File: config.mk
export PLATFORM = sky130hd
export DESIGN_NAME = retransmit_queue_core
export DESIGN_NICKNAME = d
export VERILOG_FILES = /design/src/design/rq_pkg.sv /design/src/design/retransmit_queue_core.sv /design/src/design/rq_ram.sv /design/src/design/rq_front.sv /design/src/design/rq_back.sv
export SDC_FILE = /design/constraint.sdc
export NUM_CORES = 2
export LEC_CHECK = 0
export BUFFER_PORTS_ARGS = -buffer_cell sky130_fd_sc_hd__clkbuf_2
export CAP_MARGIN = 20
export CELL_PAD_IN_SITES_DETAIL_PLACEMENT = 0
export CELL_PAD_IN_SITES_GLOBAL_PLACEMENT = 1
export CORE_ASPECT_RATIO = 0.6
export CORE_MARGIN = 4
export CORE_UTILIZATION = 35
export DETAILED_ROUTE_END_ITERATION = 6
export PLACE_DENSITY_LB_ADDON = 0.1
export SLEW_MARGIN = 20
export SYNTH_ARGS = -nofsm -noshare
export SYNTH_HDL_FRONTEND = slang
export SYNTH_HIERARCHICAL = 1
export SYNTH_SLANG_ARGS = --single-unit
File: constraint.sdc
create_clock -name clk -period 18.06 [get_ports clk]
set_clock_uncertainty 0.1 [all_clocks]
set_input_delay 5.418 -clock clk [delete_from_list [all_inputs] [get_ports clk]]
set_output_delay 5.418 -clock clk [all_outputs]
set_load 0.01 [all_outputs]
File: src/design/rq_pkg.sv
// Shared types, codes and constants for the retransmission queue.
// No dependencies; every other design file but rq_ram imports this package.
`timescale 1ns / 1ps
`default_nettype none

package rq_pkg;

    localparam int DEFAULT_DEPTH = 16;
    localparam int BYTES_W       = 20;
    localparam int COUNT_W       = 5;

    // Operation codes as they arrive on the request word.
    localparam logic [2:0] OP_ADD  = 3'd0;
    localparam logic [2:0] OP_ACK  = 3'd1;
    localparam logic [2:0] OP_EXP  = 3'd2;
    localparam logic [2:0] OP_PEEK = 3'd3;
    localparam logic [2:0] OP_POP  = 3'd4;

    // Status codes reported on every response word.
    localparam logic [1:0] ST_OK    = 2'd0;
    localparam logic [1:0] ST_FULL  = 2'd1;
    localparam logic [1:0] ST_EMPTY = 2'd2;

    typedef enum logic [2:0] {
        CMD_ADD,
        CMD_ACK,
        CMD_EXP,
        CMD_PEEK,
        CMD_POP,
        CMD_NOP
    } cmd_kind_t;

    typedef enum logic [2:0] {
        S_IDLE,
        S_DO,
        S_ACK,
        S_SCAN,
        S_EXP_RD,
        S_EXP_OUT,
        S_RDW
    } back_state_t;

    typedef struct packed {
        logic [2:0]  op;
        logic [31:0] seq_start;
        logic [15:0] seg_len;
        logic [15:0] timeout;
        logic [31:0] now;
    } req_t;

    typedef struct packed {
        logic                has_entry;
        logic [31:0]         entry_start;
        logic [15:0]         entry_len;
        logic [31:0]         entry_due;
        logic                last;
        logic [1:0]          status;
        logic [COUNT_W-1:0]  entry_count;
        logic [BYTES_W-1:0]  total_bytes;
    } rsp_t;

    // One stored segment.
    typedef struct packed {
        logic [31:0] start;
        logic [15:0] len;
        logic [31:0] due;
    } entry_t;

    // Classified command handed from the front end to the back end.
    typedef struct packed {
        cmd_kind_t   kind;
        logic [31:0] seq;
        logic [15:0] len;
        logic [31:0] due;
        logic [31:0] now;
    } cmd_t;

endpackage

`default_nettype wire

File: src/design/retransmit_queue_core.sv
// Retransmission queue top level. After acceptance, add, unknown codes and expire
// on an empty queue answer straight from the command state, peek and pop after a
// RAM read, acknowledge after a walk over every entry, and expire after a scan that
// stops at the first entry not yet due, then with a RAM read before each word. The
// back end takes its next command in the cycle after its last word is loaded; up to
// two requests wait in front. Async active-low reset empties the queue.
`timescale 1ns / 1ps
`default_nettype none

module retransmit_queue_core
    import rq_pkg::*;
#(
    parameter int DEPTH = DEFAULT_DEPTH
) (
    input  wire logic clk,
    input  wire logic rst_n,
    input  wire logic req_valid,
    output logic      req_ready,
    input  wire req_t req,
    output logic      rsp_valid,
    input  wire logic rsp_ready,
    output rsp_t      rsp
);

    logic cmd_valid;
    logic cmd_ready;
    cmd_t cmd;

    rq_front u_front (
        .clk       (clk),
        .rst_n     (rst_n),
        .req_valid (req_valid),
        .req_ready (req_ready),
        .req       (req),
        .cmd_valid (cmd_valid),
        .cmd_ready (cmd_ready),
        .cmd       (cmd)
    );

    rq_back #(
        .DEPTH (DEPTH)
    ) u_back (
        .clk       (clk),
        .rst_n     (rst_n),
        .cmd_valid (cmd_valid),
        .cmd_ready (cmd_ready),
        .cmd       (cmd),
        .rsp_valid (rsp_valid),
        .rsp_ready (rsp_ready),
        .rsp       (rsp)
    );

endmodule

`default_nettype wire

File: src/design/rq_ram.sv
// Generic single-write, single-read RAM with registered read data.
// No dependencies.
`timescale 1ns / 1ps
`default_nettype none

module rq_ram #(
    parameter int WIDTH = 8,
    parameter int DEPTH = 16
) (
    input  wire logic                     clk,
    input  wire logic                     we,
    input  wire logic [$clog2(DEPTH)-1:0] waddr,
    input  wire logic [WIDTH-1:0]         wdata,
    input  wire logic                     re,
    input  wire logic [$clog2(DEPTH)-1:0] raddr,
    output logic      [WIDTH-1:0]         rdata
);

    logic [WIDTH-1:0] mem [DEPTH];
    logic [WIDTH-1:0] rdata_reg;

    // Write port and registered read port; read data holds between reads.
    always_ff @(posedge clk)
    begin
        if (we)
        begin
            mem[waddr] <= wdata;
        end
        if (re)
        begin
            rdata_reg <= mem[raddr];
        end
    end

    assign rdata = rdata_reg;

endmodule

`default_nettype wire

File: src/design/rq_front.sv
// Front end: accepts request words, decodes the operation, computes the due
// time and queues the result in a two-entry command FIFO. Depends on rq_pkg.
`timescale 1ns / 1ps
`default_nettype none

module rq_front
    import rq_pkg::*;
(
    input  wire logic clk,
    input  wire logic rst_n,
    input  wire logic req_valid,
    output logic      req_ready,
    input  wire req_t req,
    output logic      cmd_valid,
    input  wire logic cmd_ready,
    output cmd_t      cmd
);

    cmd_t       fifo_reg [2];
    logic       wptr_reg;
    logic       rptr_reg;
    logic [1:0] fill_reg;
    cmd_t       dec;
    logic       push;
    logic       pop;

    // Decode the operation code and precompute the due time.
    always_comb
    begin
        dec.seq = req.seq_start;
        dec.len = req.seg_len;
        dec.due = req.now + {16'd0, req.timeout};
        dec.now = req.now;
        case (req.op)
            OP_ADD:  dec.kind = CMD_ADD;
            OP_ACK:  dec.kind = CMD_ACK;
            OP_EXP:  dec.kind = CMD_EXP;
            OP_PEEK: dec.kind = CMD_PEEK;
            OP_POP:  dec.kind = CMD_POP;
            default: dec.kind = CMD_NOP;
        endcase
    end

    assign req_ready = (fill_reg != 2'd2);
    assign push      = req_valid && req_ready;
    assign cmd_valid = (fill_reg != 2'd0);
    assign pop       = cmd_valid && cmd_ready;
    assign cmd       = fifo_reg[rptr_reg];

    // Command FIFO payload.
    always_ff @(posedge clk)
    begin
        if (push)
        begin
            fifo_reg[wptr_reg] <= dec;
        end
    end

    // Command FIFO pointers and fill level.
    always_ff @(posedge clk or negedge rst_n)
    begin
        if (!rst_n)
        begin
            wptr_reg <= 1'b0;
            rptr_reg <= 1'b0;
            fill_reg <= 2'd0;
        end
        else
        begin
            if (push)
            begin
                wptr_reg <= ~wptr_reg;
            end
            if (pop)
            begin
                rptr_reg <= ~rptr_reg;
            end
            if (push && !pop)
            begin
                fill_reg <= fill_reg + 2'd1;
            end
            else if (pop && !push)
            begin
                fill_reg <= fill_reg - 2'd1;
            end
        end
    end

endmodule

`default_nettype wire

File: src/design/rq_back.sv
// Back end: sequencer that owns the segment RAM, the ring pointers and the
// byte total, and drives the response register. Depends on rq_pkg, rq_ram.
`timescale 1ns / 1ps
`default_nettype none

module rq_back
    import rq_pkg::*;
#(
    parameter int DEPTH = DEFAULT_DEPTH
) (
    input  wire logic clk,
    input  wire logic rst_n,
    input  wire logic cmd_valid,
    output logic      cmd_ready,
    input  wire cmd_t cmd,
    output logic      rsp_valid,
    input  wire logic rsp_ready,
    output rsp_t      rsp
);

    localparam int AW = $clog2(DEPTH);
    localparam int CW = $clog2(DEPTH + 1);

    back_state_t        state_reg, state_next;
    cmd_t               cmd_reg, cmd_next;
    logic [AW-1:0]      head_reg, head_next;
    logic [AW-1:0]      ohead_reg, ohead_next;
    logic [CW-1:0]      count_reg, count_next;
    logic [BYTES_W-1:0] total_reg, total_next;
    logic [CW-1:0]      i_reg, i_next;
    logic [CW-1:0]      kept_reg, kept_next;
    logic [CW-1:0]      pend_reg, pend_next;
    logic [CW-1:0]      k_reg, k_next;
    logic               rv_reg, rv_next;
    logic               stop_reg, stop_next;
    logic               out_valid_reg;
    rsp_t               out_reg;
    rsp_t               res;
    logic               load;
    logic               out_free;
    logic               ram_we;
    logic [AW-1:0]      ram_waddr;
    entry_t             ram_wdata;
    logic               ram_re;
    logic [AW-1:0]      ram_raddr;
    entry_t             rdata;

    // Ring index: base plus offset, wrapped once at DEPTH.
    function automatic logic [AW-1:0] slot(input logic [AW-1:0] base,
                                           input logic [CW-1:0] off);
        logic [CW:0] s;
        s = (CW+1)'(base) + (CW+1)'(off);
        if (s >= (CW+1)'(DEPTH))
        begin
            s = s - (CW+1)'(DEPTH);
        end
        return s[AW-1:0];
    endfunction

    rq_ram #(
        .WIDTH ($bits(entry_t)),
        .DEPTH (DEPTH)
    ) u_store (
        .clk   (clk),
        .we    (ram_we),
        .waddr (ram_waddr),
        .wdata (ram_wdata),
        .re    (ram_re),
        .raddr (ram_raddr),
        .rdata (rdata)
    );

    assign out_free = !out_valid_reg || rsp_ready;

    // Next state, RAM control and response generation.
    always_comb
    begin
        state_next = state_reg;
        cmd_next   = cmd_reg;
        head_next  = head_reg;
        ohead_next = ohead_reg;
        count_next = count_reg;
        total_next = total_reg;
        i_next     = i_reg;
        kept_next  = kept_reg;
        pend_next  = pend_reg;
        k_next     = k_reg;
        rv_next    = rv_reg;
        stop_next  = stop_reg;
        cmd_ready  = 1'b0;
        load       = 1'b0;
        ram_we     = 1'b0;
        ram_waddr  = '0;
        ram_wdata  = '{start: cmd_reg.seq, len: cmd_reg.len, due: cmd_reg.due};
        ram_re     = 1'b0;
        ram_raddr  = '0;
        res             = '0;
        res.last        = 1'b1;
        res.status      = ST_OK;
        res.entry_count = COUNT_W'(count_reg);
        res.total_bytes = total_reg;

        case (state_reg)
            S_IDLE:
            begin
                cmd_ready = 1'b1;
                if (cmd_valid)
                begin
                    cmd_next   = cmd;
                    state_next = S_DO;
                end
            end

            S_DO:
            begin
                case (cmd_reg.kind)
                    CMD_ADD:
                    begin
                        if (out_free)
                        begin
                            load       = 1'b1;
                            state_next = S_IDLE;
                            if (count_reg == CW'(DEPTH))
                            begin
                                res.status = ST_FULL;
                            end
                            else
                            begin
                                ram_we          = 1'b1;
                                ram_waddr       = slot(head_reg, count_reg);
                                count_next      = count_reg + CW'(1);
                                total_next      = total_reg + BYTES_W'(cmd_reg.len);
                                res.has_entry   = 1'b1;
                                res.entry_start = cmd_reg.seq;
                                res.entry_len   = cmd_reg.len;
                                res.entry_due   = cmd_reg.due;
                                res.entry_count = COUNT_W'(count_next);
                                res.total_bytes = total_next;
                            end
                        end
                    end
                    CMD_ACK:
                    begin
                        i_next     = '0;
                        kept_next  = '0;
                        rv_next    = 1'b0;
                        state_next = S_ACK;
                    end
                    CMD_EXP:
                    begin
                        if (count_reg == '0)
                        begin
                            if (out_free)
                            begin
                                load       = 1'b1;
                                res.status = ST_EMPTY;
                                state_next = S_IDLE;
                            end
                        end
                        else
                        begin
                            i_next     = '0;
                            pend_next  = '0;
                            rv_next    = 1'b0;
                            stop_next  = 1'b0;
                            ohead_next = head_reg;
                            state_next = S_SCAN;
                        end
                    end
                    CMD_PEEK, CMD_POP:
                    begin
                        if (count_reg == '0)
                        begin
                            if (out_free)
                            begin
                                load       = 1'b1;
                                res.status = ST_EMPTY;
                                state_next = S_IDLE;
                            end
                        end
                        else
                        begin
                            ram_re     = 1'b1;
                            ram_raddr  = head_reg;
                            state_next = S_RDW;
                        end
                    end
                    default:
                    begin
                        if (out_free)
                        begin
                            load       = 1'b1;
                            state_next = S_IDLE;
                        end
                    end
                endcase
            end

            // Compaction walk: read one entry a cycle, write kept ones back
            // at the kept position in the cycle after each read.
            S_ACK:
            begin
                rv_next = 1'b0;
                if (i_reg != count_reg)
                begin
                    ram_re    = 1'b1;
                    ram_raddr = slot(head_reg, i_reg);
                    i_next    = i_reg + CW'(1);
                    rv_next   = 1'b1;
                end
                if (rv_reg)
                begin
                    if (rdata.start < cmd_reg.seq)
                    begin
                        total_next = total_reg - BYTES_W'(rdata.len);
                    end
                    else
                    begin
                        ram_we    = 1'b1;
                        ram_waddr = slot(head_reg, kept_reg);
                        ram_wdata = rdata;
                        kept_next = kept_reg + CW'(1);
                    end
                end
                if (i_reg == count_reg && !rv_reg && out_free)
                begin
                    load            = 1'b1;
                    count_next      = kept_reg;
                    res.entry_count = COUNT_W'(kept_reg);
                    state_next      = S_IDLE;
                end
            end

            // Count the due entries at the front before any is reported, so
            // every response carries the final count and total.
            S_SCAN:
            begin
                rv_next = 1'b0;
                if (i_reg != count_reg && !stop_reg)
                begin
                    ram_re    = 1'b1;
                    ram_raddr = slot(head_reg, i_reg);
                    i_next    = i_reg + CW'(1);
                    rv_next   = 1'b1;
                end
                if (rv_reg && !stop_reg)
                begin
                    if (rdata.due <= cmd_reg.now)
                    begin
                        pend_next  = pend_reg + CW'(1);
                        total_next = total_reg - BYTES_W'(rdata.len);
                    end
                    else
                    begin
                        stop_next = 1'b1;
                    end
                end
                if ((i_reg == count_reg || stop_reg) && !rv_reg)
                begin
                    if (pend_reg == '0)
                    begin
                        if (out_free)
                        begin
                            load       = 1'b1;
                            state_next = S_IDLE;
                        end
                    end
                    else
                    begin
                        head_next  = slot(head_reg, pend_reg);
                        count_next = count_reg - pend_reg;
                        k_next     = '0;
                        state_next = S_EXP_RD;
                    end
                end
            end

            S_EXP_RD:
            begin
                ram_re     = 1'b1;
                ram_raddr  = slot(ohead_reg, k_reg);
                state_next = S_EXP_OUT;
            end

            S_EXP_OUT:
            begin
                if (out_free)
                begin
                    load            = 1'b1;
                    res.has_entry   = 1'b1;
                    res.entry_start = rdata.start;
                    res.entry_len   = rdata.len;
                    res.entry_due   = rdata.due;
                    res.last        = (k_reg + CW'(1) == pend_reg);
                    k_next          = k_reg + CW'(1);
                    state_next      = res.last ? S_IDLE : S_EXP_RD;
                end
            end

            S_RDW:
            begin
                if (out_free)
                begin
                    load            = 1'b1;
                    res.has_entry   = 1'b1;
                    res.entry_start = rdata.start;
                    res.entry_len   = rdata.len;
                    res.entry_due   = rdata.due;
                    if (cmd_reg.kind == CMD_POP)
                    begin
                        head_next       = slot(head_reg, CW'(1));
                        count_next      = count_reg - CW'(1);
                        total_next      = total_reg - BYTES_W'(rdata.len);
                        res.entry_count = COUNT_W'(count_next);
                        res.total_bytes = total_next;
                    end
                    state_next = S_IDLE;
                end
            end

            default:
            begin
                state_next = S_IDLE;
            end
        endcase
    end

    // Control state.
    always_ff @(posedge clk or negedge rst_n)
    begin
        if (!rst_n)
        begin
            state_reg     <= S_IDLE;
            head_reg      <= '0;
            count_reg     <= '0;
            total_reg     <= '0;
            rv_reg        <= 1'b0;
            stop_reg      <= 1'b0;
            out_valid_reg <= 1'b0;
        end
        else
        begin
            state_reg <= state_next;
            head_reg  <= head_next;
            count_reg <= count_next;
            total_reg <= total_next;
            rv_reg    <= rv_next;
            stop_reg  <= stop_next;
            if (load)
            begin
                out_valid_reg <= 1'b1;
            end
            else if (rsp_ready)
            begin
                out_valid_reg <= 1'b0;
            end
        end
    end

    // Working registers and response payload.
    always_ff @(posedge clk)
    begin
        cmd_reg   <= cmd_next;
        ohead_reg <= ohead_next;
        i_reg     <= i_next;
        kept_reg  <= kept_next;
        pend_reg  <= pend_next;
        k_reg     <= k_next;
        if (load)
        begin
            out_reg <= res;
        end
    end

    assign rsp_valid = out_valid_reg;
    assign rsp       = out_reg;

endmodule

`default_nettype wire

# [Word level (Yosys, flattened, before mapping)]
# Memories as Yosys holds them, arrays and structs flattened. A register that Yosys moved wholly into a read port is not among the register bits.
# Cells that the tools add are included.
[totals] mem_count=2 reg_bits=172 wordCells=272 output_inout_bits=111 ramBits=1510 input_bits=103
[memory_table] memory="u_back.u_store.mem" words=16 word_bits=80 read_ports=1 rd_ports_with_merged_regs=1 write_ports=1 line_no="rq_ram.sv:19" source="logic [WIDTH-1:0] mem [DEPTH];"
[memory_table] memory="u_front.fifo_reg" words=2 word_bits=115 read_ports=1 rd_ports_with_merged_regs=1 write_ports=1 line_no="rq_front.sv:19" source="cmd_t fifo_reg [2];"
[op_classes] n_eq_ne=42 addsub=24 n_lt_le_gt_ge=8 n_reduce_logical=46 bitwise_logic=3 mux=124
[op_table] op="$mux 81" count=4
[op_table] op="$pmux 81 s3" count=1
[op_table] op="$mux 80" count=3
[op_table] op="$mux 20" count=9
[op_table] op="$mux 25" count=4
[op_table] op="$mux 5" count=20
[op_table] op="$mux 82" count=1
[op_table] op="$pmux 20 s4" count=1
[op_table] op="$mux 4" count=19
[op_table] op="$pmux 20 s2" count=1
[op_table] op="$pmux 5 s2" count=4
[op_table] op="$add 32x16->32" count=1
[op_table] op="$le 32x32->1" count=1
[op_table] op="$lt 32x32->1" count=1
[op_table] op="$add 4x5->6" count=5
[op_table] op="$ge 6x5->1 const B" count=5
[op_table] op="$pmux 5 s3" count=2
[op_table] op="$mux 27" count=1
[op_table] op="$mux 3" count=9
[op_table] op="$mux 1" count=26
[op_table] op="$add 5x1->5 const B" count=5
[op_table] op="$ne 2x1->1 const B" count=12
[op_table] op="$sub 4x1->4 const B" count=6
[op_table] op="$pmux 3 s7" count=1
[op_table] op="other kinds (43)" count=105

# [Logic depth before layout (Yosys ltp)]
[logic_depth] ltp_word=7 ltp_mapped=14 mapped_depth_nobuf=12

# [Cells and area by module]
# The synthesis kept the hierarchy.
[modules_own_cells] mod="rq_ram" cells_each=2054 area_per_inst_um2=50223.2 seq_area_each_um2=40839.2 instances=1
[modules_own_cells] mod="rq_back" cells_each=1451 area_per_inst_um2=16452.0 seq_area_each_um2=8323.0 instances=1
[modules_own_cells] mod="rq_front" cells_each=531 area_per_inst_um2=9606.7 seq_area_each_um2=7006.7 instances=1

# [Worst setup path before layout]
# Ideal clock, no wire load.
[synth_timing] path_type="input -> register" startpoint="in rsp_ready" endpoint="mem u_back/u_store/mem[0][0] (netlist bit) (enable)" arrival_time_ps=12623 path_buffers=2 cell_stages=9 t_required_ps=17344 path_slack_ps=4721 setup_time_ps=616 cell_sequence="nor2b_1 clkbuf_1 nor4_1 and2_1 nand2_1 clkbuf_1 o22ai_1 or3b_2 nor3_1"
[synth_via] elab_cells_between_ends=9 classes_between="mux (8); reduce/logical (1)"
[synth_rtl] item="start: declaration" line_no="retransmit_queue_core.sv:21" source="input wire logic rsp_ready,"
[synth_rtl] item="$logic_or 1x1->1" line_no="rq_back.sv:73" source="assign out_free = !out_valid_reg || rsp_ready;"
[synth_rtl] item="$mux 4" line_no="rq_back.sv:119" source="if (out_free)"
[synth_rtl] item="$mux 4" line_no="rq_back.sv:116" source="case (cmd_reg.kind)"
[synth_rtl] item="$pmux 4 s2" line_no="rq_back.sv:103" source="case (state_reg)"
[synth_rtl] item="named net u_back.ram_waddr[2]" line_no="rq_back.sv:42" source="logic [AW-1:0] ram_waddr;"
[synth_rtl] item="end: declaration" line_no="rq_ram.sv:19"
# The timed path passes the listed nets, and every way through them passes these cells.

# [Worst setup path after layout]
[layout_timing] startpoint="in rsp_ready" endpoint="mem u_back/u_store/mem[14][69] (netlist bit) (enable)"
# Same word-level chain as after synthesis.

==> results.toml <==
[sta]
fin_crit_sh_pct = 55.8
setup_viol_count_final = 0
final.setup.tns_ps = 0
hold_viol = 0
period_needed_ps = 10080
rsz0062_at_grt = "no"
fmax_ghz = 0.0992
drv_slew = 0
relSlewSlack_pct = 29.3
tightestPinTransition_ps = 1060

[placement]
dp_cells = 7044
dp_hpwl_mm = 126
port_buffers = 213
gp_congestion = 0.776

[cells_and_area]
layout_commonest_cell = "edfxtp_1"
nets = 4608
syn2layout_area_growth_pct = 14.0
drive_above_1_share_pct = 25.1
fillCellCount = 19400
largest_reg_flops = 1280
final_cell_mix = "1,838 x edfxtp_1, 320 x mux4_2, 227 x nand2_1"
instances_no_fill = 7380

[floorplanning]
die-height_um = 370
die_x_um = 611
die_area_um2 = 226000
core_um2 = 216000
start_util_pct = 35.3
boundaryPins = 214
num_rows = 132

[clock_network]
clk_latency_ps = 820
cts_buffers = 191
root_buffer = "clkbuf_16"
cts_tree = "done"
htree_num_levels = 4
hold_buffers = 0
cts.sinks = 1877
postCtsSetupBuffers = 0
cts_resized = 0
clockBufferDepth = 4
path_clk_slew_ps = 60

[synth]
ys_seq_area_share_pct = 73.6
synth-seq-cells = 1877
synth_edf_count = 1838
syn-instance-count = 4036
synth_area_um2 = 76300
syn-num-nets = 4286
ys_types = 81
ys.flop_type = "edfxtp_1"
async_flop_share_pct = 2.08
yosysWarnings = 6
syn_avg_cell_area_um2 = 18.9

[grt]
grt-ovfl-total = 0
grt_pass1_wl_mm = 290
grt_start_max_net_pins = 111
antenna_found_initial = 4
grt_pass1_vias = 39400
grt_use_total_pct = 17.5

[worst_setup_path]
max_stage_delay_ps = 820
crit_path_top_delay_cell = "nor2_4"
path_cells = "clkbuf_2 -> nor2b_1 -> buf_4 -> nor4_1 -> and2_1 -> nand2_2 -> buf_4 -> o22ai_1 -> nand2b_1 -> nor2_4 -> buf_4 -> buf_4"
crit_type = "in -> reg"
arrival_ps = 10440
cpMostUsedCell = "buf_4"
required_ps = 18410
critical_path.max_fanout = 35
reg2reg_slack_ps = 10960
end_kind = "flop"
cp-start-kind = "input port"
crit_family = "simple AND/OR/NAND/NOR gates"
cp.buffers_inverters = 5

[pwr]
swShare_pct = 33.9
intPower_mw = 9.92
peakVddDrop_mv = 0.132
p_sw_mw = 5.08
pwr-share-clk_pct = 25.4
leakage_nw = 28.7
comb_power_share_pct = 31.4
total_power_mw = 15.0
seq_power_share_pct = 43.1
powerDensity_nw_per_um2 = 173

[status]
status = "completed"

[route]
wire_per_inst_um = 27.1
routed_via_density = 5.23
via_count = 38600
dr.pass1.iters = 7
finalWirelength_mm = 200
drt.antenna.violating_nets = 0
drc = 0
dr.first_iter.drc_count = 3389

[run]
cap_violations = 0

[min_path]
hold_class = "reg -> reg"
==> metal layers <==
metal  track usage [%]  vias up  share of wire, %
li1                  -    17000                 -
met1              27.4    20400                50
met2              25.8      871                44
met3              2.62      257               4.5
met4              3.72        0               2.0
met5                 0        -                 0
==> layout make-up <==
cell class / instances / area (µm²) / share of cell area [%]
Timing Repair Buffer: 316 / 1900 / 2.18
Sequential cell: 1877 / 56200 / 64.6
Tap cell: 2881 / 3600 / 4.15
Clock inverter: 97 / 865 / 0.994
Clock buffer: 236 / 4980 / 5.73
Antenna cell: 1 / 2.50 / 0.00288
Inverter: 114 / 435 / 0.501
Multi-Input combinational cell: 1858 / 19000 / 21.8
==> cell usage after synthesis, drive strengths merged (48+ instances only) <==
master / number / area [µm²]
a21oi: 106 / 531
a22o: 49 / 429
a22oi: 180 / 1350
buf: 83 / 528
clkbuf: 104 / 390
edfxtp: 1838 / 55200
ha: 138 / 1730
inv: 114 / 428
mux2: 188 / 2270
mux4: 320 / 7210
nand2: 228 / 856
nor2: 97 / 364
o21ai: 119 / 596
xnor2: 48 / 420
xor2: 57 / 499
==> through the flow <==
| step | hold WS (ps) | instance area [µm²] | utilization [%] | worst slack [ps] |
|---|---|---|---|---|
| finish | 388 | 86900 | 40.2 | 7980 |
| global placement | 385 | 81000 | 37.5 | 7280 |
| global route | 402 | 86900 | 40.2 | 7640 |
| floorplan | 356 | 76300 | - | 4720 |
| CTS | 389 | 86900 | 40.2 | 8010 |
| detailed placement | 378 | 81000 | 37.5 | 7160 |
==> worst reg2reg max path, delay by kind of cell (launching register included) <==
kind	cells	cell delay [ps]
buf+inv	7	3750
flops	1	760
simple gates	4	760
compound gates	3	650
mux	1	480
fa+ha+maj	1	320
==> power groups by stage <==
stage / Combinational [mW] / Clock (mW) / Sequential (mW)
finish: 4.72 / 3.81 / 6.47
global route: 5.18 / 4.14 / 6.53
CTS: 4.84 / 3.94 / 6.50
detailed placement: 4.82 / 0 / 6.59
global placement: 4.81 / 0 / 6.59
floorplan: 3.06 / 0 / 6.45
==> kinds of logic after synthesis <==
group / synth area share (%)
fa+ha+maj: 2.50
mux: 12.5
buf+inv: 1.76
compound gates: 5.38
xor+xnor: 1.21
simple gates: 2.98
flops: 73.6
==> final timing paths <==
kind | from | endpoint | depth (start not counted)
worst min-delay path | u_back/total_reg[19]$_DFFE_PN0P_ | u_back/total_reg[19]$_DFFE_PN0P_ | 1
worst min register to register | u_back/total_reg[19]$_DFFE_PN0P_ | u_back/total_reg[19]$_DFFE_PN0P_ | 1
max in group asynchronous | rst_n | u_front/rptr_reg$_DFFE_PN0P_ | 2
worst max-delay path | rsp_ready | u_back/u_store/mem[14][69]$_DFFE_PP_ | 12
worst max register to register | u_back/count_reg[0]$_DFFE_PN0P_ | u_back/u_store/rdata[8]$_DFFE_PP_ | 16
min in group asynchronous | rst_n | u_front/wptr_reg$_DFFE_PN0P_ | 2
(Power assumes the default switching activity.)
